**src/wtsa_pkg.sv**
```systemverilog
// Shared constants and types of the sliding-window three-sigma anomaly unit.
package wtsa_pkg;

   // Window geometry (must be a power of two)
   localparam int WIN_SIZE = 16;
   localparam int WIN_LOG  = $clog2(WIN_SIZE);

   // Field widths
   localparam int SAMPLE_W = 8;
   localparam int K_W      = 4;
   localparam int SPREAD_W = 22;

   // Reset value of the sigma multiple
   localparam logic [K_W-1:0] K_RESET = K_W'(3);

   // Running sum and running sum of squares
   localparam int SUM_W = SAMPLE_W + WIN_LOG;
   localparam int SQ_W  = 2 * SAMPLE_W - 1 + WIN_LOG;

   // Arithmetic widths of the test
   localparam int S2_W   = 2 * SUM_W - 1;
   localparam int NQ_W   = SQ_W + WIN_LOG;
   localparam int SPR_W  = ((NQ_W > S2_W) ? NQ_W : S2_W) + 1;
   localparam int MAG_W  = SPR_W - 1;
   localparam int DEV_W  = SUM_W + 1;
   localparam int DSQ_W  = 2 * DEV_W - 1;
   localparam int K2_W   = 2 * K_W;
   localparam int RHS_W  = K2_W + MAG_W;
   localparam int CMP_W  = (RHS_W > DSQ_W) ? RHS_W : DSQ_W;
   localparam int SAT_W  = (MAG_W > SPREAD_W) ? MAG_W : SPREAD_W;

   localparam logic [SPREAD_W-1:0] SPREAD_MAX = '1;

   // Stream payload widths
   localparam int REQ_DATA_W = 8;
   localparam int RSP_DATA_W = 32;

   // Window statistics after one sample update
   typedef struct packed {
      logic signed [SUM_W-1:0]    sum;
      logic [SQ_W-1:0]            sq;
      logic signed [SAMPLE_W-1:0] x;
   } stats_type;

endpackage

```
**src/wtsa_ram.sv**
```systemverilog
// Generic single-write, single-read RAM with registered read data.
module wtsa_ram #(
   parameter int WIDTH = 8,
   parameter int DEPTH = 16
) (
   input  logic                     clock,
   input  logic                     wr_en,
   input  logic [$clog2(DEPTH)-1:0] wr_addr,
   input  logic [WIDTH-1:0]         wr_data,
   input  logic                     rd_en,
   input  logic [$clog2(DEPTH)-1:0] rd_addr,
   output logic [WIDTH-1:0]         rd_data
);

   logic [WIDTH-1:0] mem_ff [DEPTH];
   logic [WIDTH-1:0] rd_data_ff;

   // Write port
   always_ff @(posedge clock) begin
      if (wr_en) begin
         mem_ff[wr_addr] <= wr_data;
      end
   end

   // Read port with registered read data
   always_ff @(posedge clock) begin
      if (rd_en) begin
         rd_data_ff <= mem_ff[rd_addr];
      end
   end

   assign rd_data = rd_data_ff;

endmodule

```
**src/wtsa_stats.sv**
```systemverilog
// Sample window in RAM with read-modify-write of the running sum and sum of squares.
module wtsa_stats (
   input  logic                                clock,
   input  logic                                reset,
   input  logic                                start,
   input  logic signed [wtsa_pkg::SAMPLE_W-1:0] sample,
   output logic                                stats_valid,
   output wtsa_pkg::stats_type                 stats
);
   import wtsa_pkg::*;

   logic [WIN_LOG-1:0]         slot_ff, slot_in;
   logic                       full_ff, full_in;
   logic                       rd_pend_ff, rd_pend_in;
   logic                       vld_ff, vld_in;
   logic signed [SUM_W-1:0]    sum_ff, sum_in;
   logic [SQ_W-1:0]            sq_ff, sq_in;
   logic signed [SAMPLE_W-1:0] x_ff, x_in;
   logic [SAMPLE_W-1:0]        ram_rd;
   logic signed [SAMPLE_W-1:0] old_smp;
   logic signed [2*SAMPLE_W-1:0] x_sq, old_sq;

   // Window storage; entries are read once per item at the oldest slot
   wtsa_ram #(
      .WIDTH (SAMPLE_W),
      .DEPTH (WIN_SIZE)
   ) u_win (
      .clock   (clock),
      .wr_en   (rd_pend_ff),
      .wr_addr (slot_ff),
      .wr_data (x_ff),
      .rd_en   (start),
      .rd_addr (slot_ff),
      .rd_data (ram_rd)
   );

   // Slots not yet written since reset read as zero until the first wrap
   assign old_smp = full_ff ? $signed(ram_rd) : '0;
   assign x_sq    = x_ff * x_ff;
   assign old_sq  = old_smp * old_smp;

   // Update sums in the cycle the old sample returns, then write back
   always_comb begin
      x_in       = start ? sample : x_ff;
      rd_pend_in = start;
      vld_in     = rd_pend_ff;
      slot_in    = slot_ff;
      full_in    = full_ff;
      sum_in     = sum_ff;
      sq_in      = sq_ff;
      if (rd_pend_ff) begin
         sum_in  = sum_ff + SUM_W'(x_ff) - SUM_W'(old_smp);
         sq_in   = sq_ff + SQ_W'(x_sq[2*SAMPLE_W-2:0]) - SQ_W'(old_sq[2*SAMPLE_W-2:0]);
         slot_in = slot_ff + WIN_LOG'(1);
         if (slot_ff == WIN_LOG'(WIN_SIZE - 1)) begin
            full_in = 1'b1;
         end
      end
   end

   always_ff @(posedge clock) begin
      if (reset) begin
         slot_ff    <= '0;
         full_ff    <= 1'b0;
         rd_pend_ff <= 1'b0;
         vld_ff     <= 1'b0;
         sum_ff     <= '0;
         sq_ff      <= '0;
      end else begin
         slot_ff    <= slot_in;
         full_ff    <= full_in;
         rd_pend_ff <= rd_pend_in;
         vld_ff     <= vld_in;
         sum_ff     <= sum_in;
         sq_ff      <= sq_in;
      end
   end

   // Sample register, payload only
   always_ff @(posedge clock) begin
      x_ff <= x_in;
   end

   assign stats_valid = vld_ff;
   assign stats.sum   = sum_ff;
   assign stats.sq    = sq_ff;
   assign stats.x     = x_ff;

endmodule

```
**src/wtsa_eval.sv**
```systemverilog
// Spread, mean and anomaly test pipeline with the result output register.
module wtsa_eval (
   input  logic                         clock,
   input  logic                         reset,
   input  logic                         stats_valid,
   input  wtsa_pkg::stats_type          stats,
   input  logic [wtsa_pkg::K_W-1:0]     sigma_k,
   output logic                         done,
   output logic                         rsp_tvalid,
   input  logic                         rsp_tready,
   output logic [wtsa_pkg::RSP_DATA_W-1:0] rsp_tdata,
   output logic                         rsp_tuser
);
   import wtsa_pkg::*;

   logic                      a_vld_ff, a_vld_in;
   logic                      b_vld_ff, b_vld_in;
   logic                      out_vld_ff, out_vld_in;
   logic [S2_W-1:0]           s2_ff;
   logic [DSQ_W-1:0]          dsq_ff;
   logic [K2_W-1:0]           k2_ff;
   logic [MAG_W-1:0]          spread_ff, spread_in;
   logic [SAMPLE_W-1:0]       mean_ff;
   logic                      anom_ff, anom_in;
   logic [SAMPLE_W-1:0]       mean_out_ff;
   logic [SPREAD_W-1:0]       spread_out_ff, spread_out_in;
   logic signed [2*SUM_W-1:0] sum_prod;
   logic signed [DEV_W-1:0]   dev;
   logic signed [2*DEV_W-1:0] dev_prod;
   logic [SPR_W-1:0]          nq, diff;
   logic [RHS_W-1:0]          rhs;
   logic [SAT_W-1:0]          spread_ext;
   logic                      load;

   // Stage A: S^2, (N*x - S)^2 and k^2
   assign sum_prod = stats.sum * stats.sum;
   assign dev      = (DEV_W'(stats.x) <<< WIN_LOG) - DEV_W'(stats.sum);
   assign dev_prod = dev * dev;

   always_ff @(posedge clock) begin
      if (stats_valid) begin
         s2_ff  <= sum_prod[S2_W-1:0];
         dsq_ff <= dev_prod[DSQ_W-1:0];
         k2_ff  <= K2_W'(sigma_k) * K2_W'(sigma_k);
      end
   end

   // Stage B: spread N*Q - S^2 clamped at zero, floor mean
   assign nq   = SPR_W'(stats.sq) << WIN_LOG;
   assign diff = nq - SPR_W'(s2_ff);
   assign spread_in = diff[SPR_W-1] ? '0 : diff[MAG_W-1:0];

   always_ff @(posedge clock) begin
      if (a_vld_ff) begin
         spread_ff <= spread_in;
         mean_ff   <= stats.sum[SUM_W-1:WIN_LOG];
      end
   end

   // Stage C: threshold compare and saturation into the output register
   assign rhs        = RHS_W'(k2_ff) * RHS_W'(spread_ff);
   assign anom_in    = CMP_W'(dsq_ff) > CMP_W'(rhs);
   assign spread_ext = SAT_W'(spread_ff);
   assign spread_out_in = (spread_ext > SAT_W'(SPREAD_MAX)) ? SPREAD_MAX
                                                            : spread_ext[SPREAD_W-1:0];
   assign load = b_vld_ff && (!out_vld_ff || rsp_tready);

   always_comb begin
      a_vld_in   = stats_valid;
      b_vld_in   = a_vld_ff || (b_vld_ff && !load);
      out_vld_in = load || (out_vld_ff && !rsp_tready);
   end

   always_ff @(posedge clock) begin
      if (reset) begin
         a_vld_ff   <= 1'b0;
         b_vld_ff   <= 1'b0;
         out_vld_ff <= 1'b0;
      end else begin
         a_vld_ff   <= a_vld_in;
         b_vld_ff   <= b_vld_in;
         out_vld_ff <= out_vld_in;
      end
   end

   always_ff @(posedge clock) begin
      if (load) begin
         anom_ff       <= anom_in;
         mean_out_ff   <= mean_ff;
         spread_out_ff <= spread_out_in;
      end
   end

   assign done       = load;
   assign rsp_tvalid = out_vld_ff;
   assign rsp_tuser  = anom_ff;
   assign rsp_tdata  = RSP_DATA_W'({spread_out_ff, mean_out_ff});

endmodule

```
**src/window_three_sigma_anomaly_unit.sv**
```systemverilog
// Top level of the sliding-window three-sigma anomaly unit.
//
// Channels: req_* carries one signed 8-bit RSSI sample per item. rsp_* returns
// one result item per sample: the anomaly flag on rsp_tuser, the floor mean of
// the window and the scaled spread N*Q - S^2 (saturated to 22 bits) on
// rsp_tdata. csr_* writes the 4-bit sigma multiple k, which resets to 3; write
// it only while no item is in flight.
// The sample passes the window RAM read-modify-write, then the multiply, spread
// and compare stages, and then the output register when that register is free.
// One item is in flight at a time and req_tready returns at the edge that loads
// its result, so no new sample is accepted before the last one is through.
// Reset clears the window (unwritten slots read as zero until the first wrap),
// the running sums and the oldest-slot pointer; there is no clearing pass.
// If the receiver stalls, the finished result waits in the output register
// while the next sample is accepted and processed; that sample then holds in
// the last stage until the output register frees.
module window_three_sigma_anomaly_unit (
   input  logic                                clock,
   input  logic                                reset,
   // req_tdata: rssi_dbm[7:0]
   input  logic                                req_tvalid,
   output logic                                req_tready,
   input  logic [wtsa_pkg::REQ_DATA_W-1:0]     req_tdata,
   // rsp_tdata: mean_dbm[7:0], spread_scaled[29:8], zero fill[31:30]
   output logic                                rsp_tvalid,
   input  logic                                rsp_tready,
   output logic [wtsa_pkg::RSP_DATA_W-1:0]     rsp_tdata,
   // rsp_tuser: anomaly[0]
   output logic                                rsp_tuser,
   // csr_data: sigma_multiple[3:0]
   input  logic                                csr_valid,
   output logic                                csr_ready,
   input  logic [wtsa_pkg::K_W-1:0]            csr_data
);
   import wtsa_pkg::*;

   logic            busy_ff, busy_in;
   logic [K_W-1:0]  k_ff, k_in;
   logic            accept;
   logic            done;
   logic            stats_valid;
   stats_type       stats;

   // One item in flight: block new samples until the result is loaded
   assign req_tready = !busy_ff;
   assign accept     = req_tvalid && req_tready;
   assign busy_in    = accept || (busy_ff && !done);

   // Configuration register
   assign csr_ready = 1'b1;
   assign k_in      = (csr_valid && csr_ready) ? csr_data : k_ff;

   always_ff @(posedge clock) begin
      if (reset) begin
         busy_ff <= 1'b0;
         k_ff    <= K_RESET;
      end else begin
         busy_ff <= busy_in;
         k_ff    <= k_in;
      end
   end

   wtsa_stats u_stats (
      .clock       (clock),
      .reset       (reset),
      .start       (accept),
      .sample      ($signed(req_tdata[SAMPLE_W-1:0])),
      .stats_valid (stats_valid),
      .stats       (stats)
   );

   wtsa_eval u_eval (
      .clock       (clock),
      .reset       (reset),
      .stats_valid (stats_valid),
      .stats       (stats),
      .sigma_k     (k_ff),
      .done        (done),
      .rsp_tvalid  (rsp_tvalid),
      .rsp_tready  (rsp_tready),
      .rsp_tdata   (rsp_tdata),
      .rsp_tuser   (rsp_tuser)
   );

endmodule

```
**config.mk**
```make
export PLATFORM = sky130hd
export DESIGN_NAME = window_three_sigma_anomaly_unit
export DESIGN_NICKNAME = d
export VERILOG_FILES = /design/src/wtsa_pkg.sv /design/src/wtsa_ram.sv /design/src/wtsa_stats.sv /design/src/wtsa_eval.sv /design/src/window_three_sigma_anomaly_unit.sv
export SDC_FILE = /design/constraint.sdc
export NUM_CORES = 2
export LEC_CHECK = 0
export ABC_CLOCK_PERIOD_IN_PS = 7700
export BUFFER_PORTS_ARGS = -buffer_cell sky130_fd_sc_hd__buf_2
export CORE_ASPECT_RATIO = 0.6
export CORE_MARGIN = 3
export CORE_UTILIZATION = 55
export CTS_BUF_LIST = sky130_fd_sc_hd__clkbuf_4
export CTS_CLUSTER_SIZE = 28
export DETAILED_ROUTE_END_ITERATION = 6
export PLACE_DENSITY_LB_ADDON = 0.12
export SYNTH_ARGS = -nofsm -noshare
export SYNTH_HDL_FRONTEND = slang
export SYNTH_SLANG_ARGS = --single-unit
```
**constraint.sdc**
```tcl
create_clock -name clock -period 7.7 [get_ports clock]
set_input_delay 0.77 -clock clock [delete_from_list [all_inputs] [get_ports clock]]
set_output_delay 0.77 -clock clock [all_outputs]
set_load 0.03 [all_outputs]
```
==> results.ini <==
[layout]
fin_util=0.604
seq_area_um2=8580
final_area_um2=36000
multiInputGateArea_um2=22200
fin_nets=4103
layout-drive-gt1-share=0.104
nFillCells=5010
area_delta_synth_final_pct=7.81

[cts]
clkLatencyLatePin_ns=0.80
cts_resized=0
cts_tree=done
hold_buffers=0
cts.sinks=301
clk_path_buf_depth=3
htree_levels=3
cts-root-buf=clkbuf_4
numCtsBuffers=82
cts.clk_slew.worst_paths_ns=0.06
post_cts_buffers=0

[yosys]
synth_flop_cell=edfxtp_1
synth-seq-cells=301
synth_seq_area_share=0.257
synth_warnings=0
synthTopCellsByCount=620 x inv_1, 475 x fa_1, 325 x ha_1
synth_top_area_share=0.285
syn-instance-count=3155
synth_top_area_cell=fa_1
synth_edf_count=255
yosysMostFrequentCell=inv_1
synthTopCellsByArea=fa_1 28%, edfxtp_1 23%, ha_1 12%
async_reset_ff_frac=0
synth_cell_type_count=83
syn_area_per_cell_um2=10.6
synth_area_um2=33400

[drt]
drt-initial-drc-count=1888
drtAntennaViolNets=0
firstDrtPassIters=7
totalWireLength_um=83500
wl_met3_um=8180
vias=23001
m1WireLength_um=41600
viasPerCell=5.56
wl_met2_um=32600
routed.top_layer=met5
drc=0
wl_per_cell_um=20.2

[setup_path]
r2r_end=u_eval.dsq_ff[24]
crit_type=reg -> reg
regToRegSetupSlack_ns=0.34
cp-end-kind=flop
crit_required_ns=8.21
cp_max_fo=10
critPathLaunchType=flop
reg2reg_from=u_stats.x_ff[3]
max_stage_delay_ns=0.63
crit_arrival_ns=7.87
crit_top_cell=fa_1
r2r_cells=26
cp_slowest_cell=fa_2

[sta]
max_freq_mhz=136
rsz0062_at_grt=no
finalMaxSlewViolations=0
worst_clock_skew_ns=0.0420
hold_slack_ns=0.180
tns_ns=0
slew_headroom=0.401
worst_slew_pin_slew_ns=0.898
period_share=0.956
fin_crit_ns=7.36
final-setup-viol-count=0
finalHoldViolations=0

[placed_design]
place_area_um2=34800
dp_hpwl_um=67000
io_buffers=49
gp_congestion=0.910

[hold_path]
hold_end=u_stats.x_ff[5]
holdPathStages=1
worstHoldStart=req_tdata[5]
min_path_type=in -> reg

[floorplan]
num_rows=69
start_util=0.560
dieArea_um2=63800
core_um2=59600
ioPinCount=53
die_x_um=324
die-height_um=197

[grt]
antenna_found_initial=7
grt_max_degree=59
grt_pass1_wl_um=136000
gr-usage-all-layers=0.278
grt_pass1_vias=24341
gr-total-overflow=0

[job]
maxCapViolCount=0

[outcome]
status=completed

[flip-flops by register name, summed over array words and instances, names as in the netlist, 4 cells and up]
name and count:
u_stats.u_win.mem_ff 128, u_eval.dsq_ff 24, u_eval.spread_ext 22, u_eval.spread_out_ff 21, u_eval.s2_ff 20, u_stats.sq_ff 19, u_stats.sum_ff 12, u_eval.mean_ff 8
u_eval.mean_out_ff 8, u_stats.u_win.rd_data 8, u_stats.x_ff 8, u_eval.k2_ff 7, k_ff 4, u_stats.slot_ff 4
[worst max-delay path: cells and delay by family, from the launching register on]
kind / cells / cell delay (ns)
flip-flops: 1 / 0.46
buffers and inverters: 4 / 0.37
adder cells (fa/ha/maj): 8 / 3.72
XOR/XNOR: 1 / 0.09
AND/OR/NAND/NOR: 3 / 0.48
AO/OA/AOI/OAI: 10 / 1.93
[kinds of logic (layout without fill, tap and decap cells)]
group | Yosys count | count (layout) | share of synthesized area
other | 2 | 9 | 0.000225
XOR/XNOR | 158 | 158 | 0.0417
AO/OA/AOI/OAI | 337 | 337 | 0.0661
buffers and inverters | 703 | 895 | 0.0797
AND/OR/NAND/NOR | 791 | 791 | 0.115
multiplexers | 63 | 63 | 0.0339
adder cells (fa/ha/maj) | 800 | 800 | 0.407
flip-flops | 301 | 301 | 0.257
[through the flow]
step / instances / worst slack (ns)
6_report: 4135 / 0.340
3_3_place_gp: 3983 / 0.568
4_1_cts: 4132 / 0.229
2_1_floorplan: 3159 / 0.327
3_5_place_dp: 3983 / 0.247
5_1_grt: 4135 / 0.00742
[per-layer routing]
layer,up-vias,global-route usage
li1,10511,-
met2,861,0.371
met4,2,0.0527
met5,-,0
met3,86,0.0724
met1,11541,0.454
[worst max-delay path by stage]
| stage | slack (ns) | start | endpoint |
|---|---|---|---|
| 2_1_floorplan | 0.33 | u_stats.sum_ff[0] | u_eval.dsq_ff[23] |
| 3_3_place_gp | 0.57 | u_stats.x_ff[1] | u_eval.dsq_ff[23] |
| 3_5_place_dp | 0.25 | u_stats.x_ff[0] | u_eval.dsq_ff[24] |
| 4_1_cts | 0.23 | u_stats.x_ff[0] | u_eval.dsq_ff[24] |
| 5_1_grt | 0.007 | u_stats.x_ff[1] | u_eval.dsq_ff[23] |
| 6_report | 0.34 | u_stats.x_ff[3] | u_eval.dsq_ff[24] |
[layout make-up]
cell class              count  area share
multi-input cells        2155       0.617
flip-flops and latches    301       0.239
inverters                 630      0.0657
well taps                 781      0.0272
clock buffers             127      0.0265
repair buffers            116      0.0211
clock inverters            22     0.00348
diodes                      3    0.000209
[cells in the final DEF (no fill, tap or decap), drive strengths merged, types with 29 or more instances in the layout]
cell    netlist  final
edfxtp      255    255
inv         625    625
a21o         46     46
nor2        210    210
clkbuf       57    127
xor2         45     45
and2        143    143
mux4         40     40
a21oi       101    101
fa          475    475
buf          16    116
xnor2       113    113
nor3         41     41
o21ai        63     63
ha          325    325
and3         29     29
or2          29     29
nand2       230    230
dfxtp        46     46
Power is not shown: default switching activity piles up to over one toggle a cycle in this logic, so the estimate is an artifact.
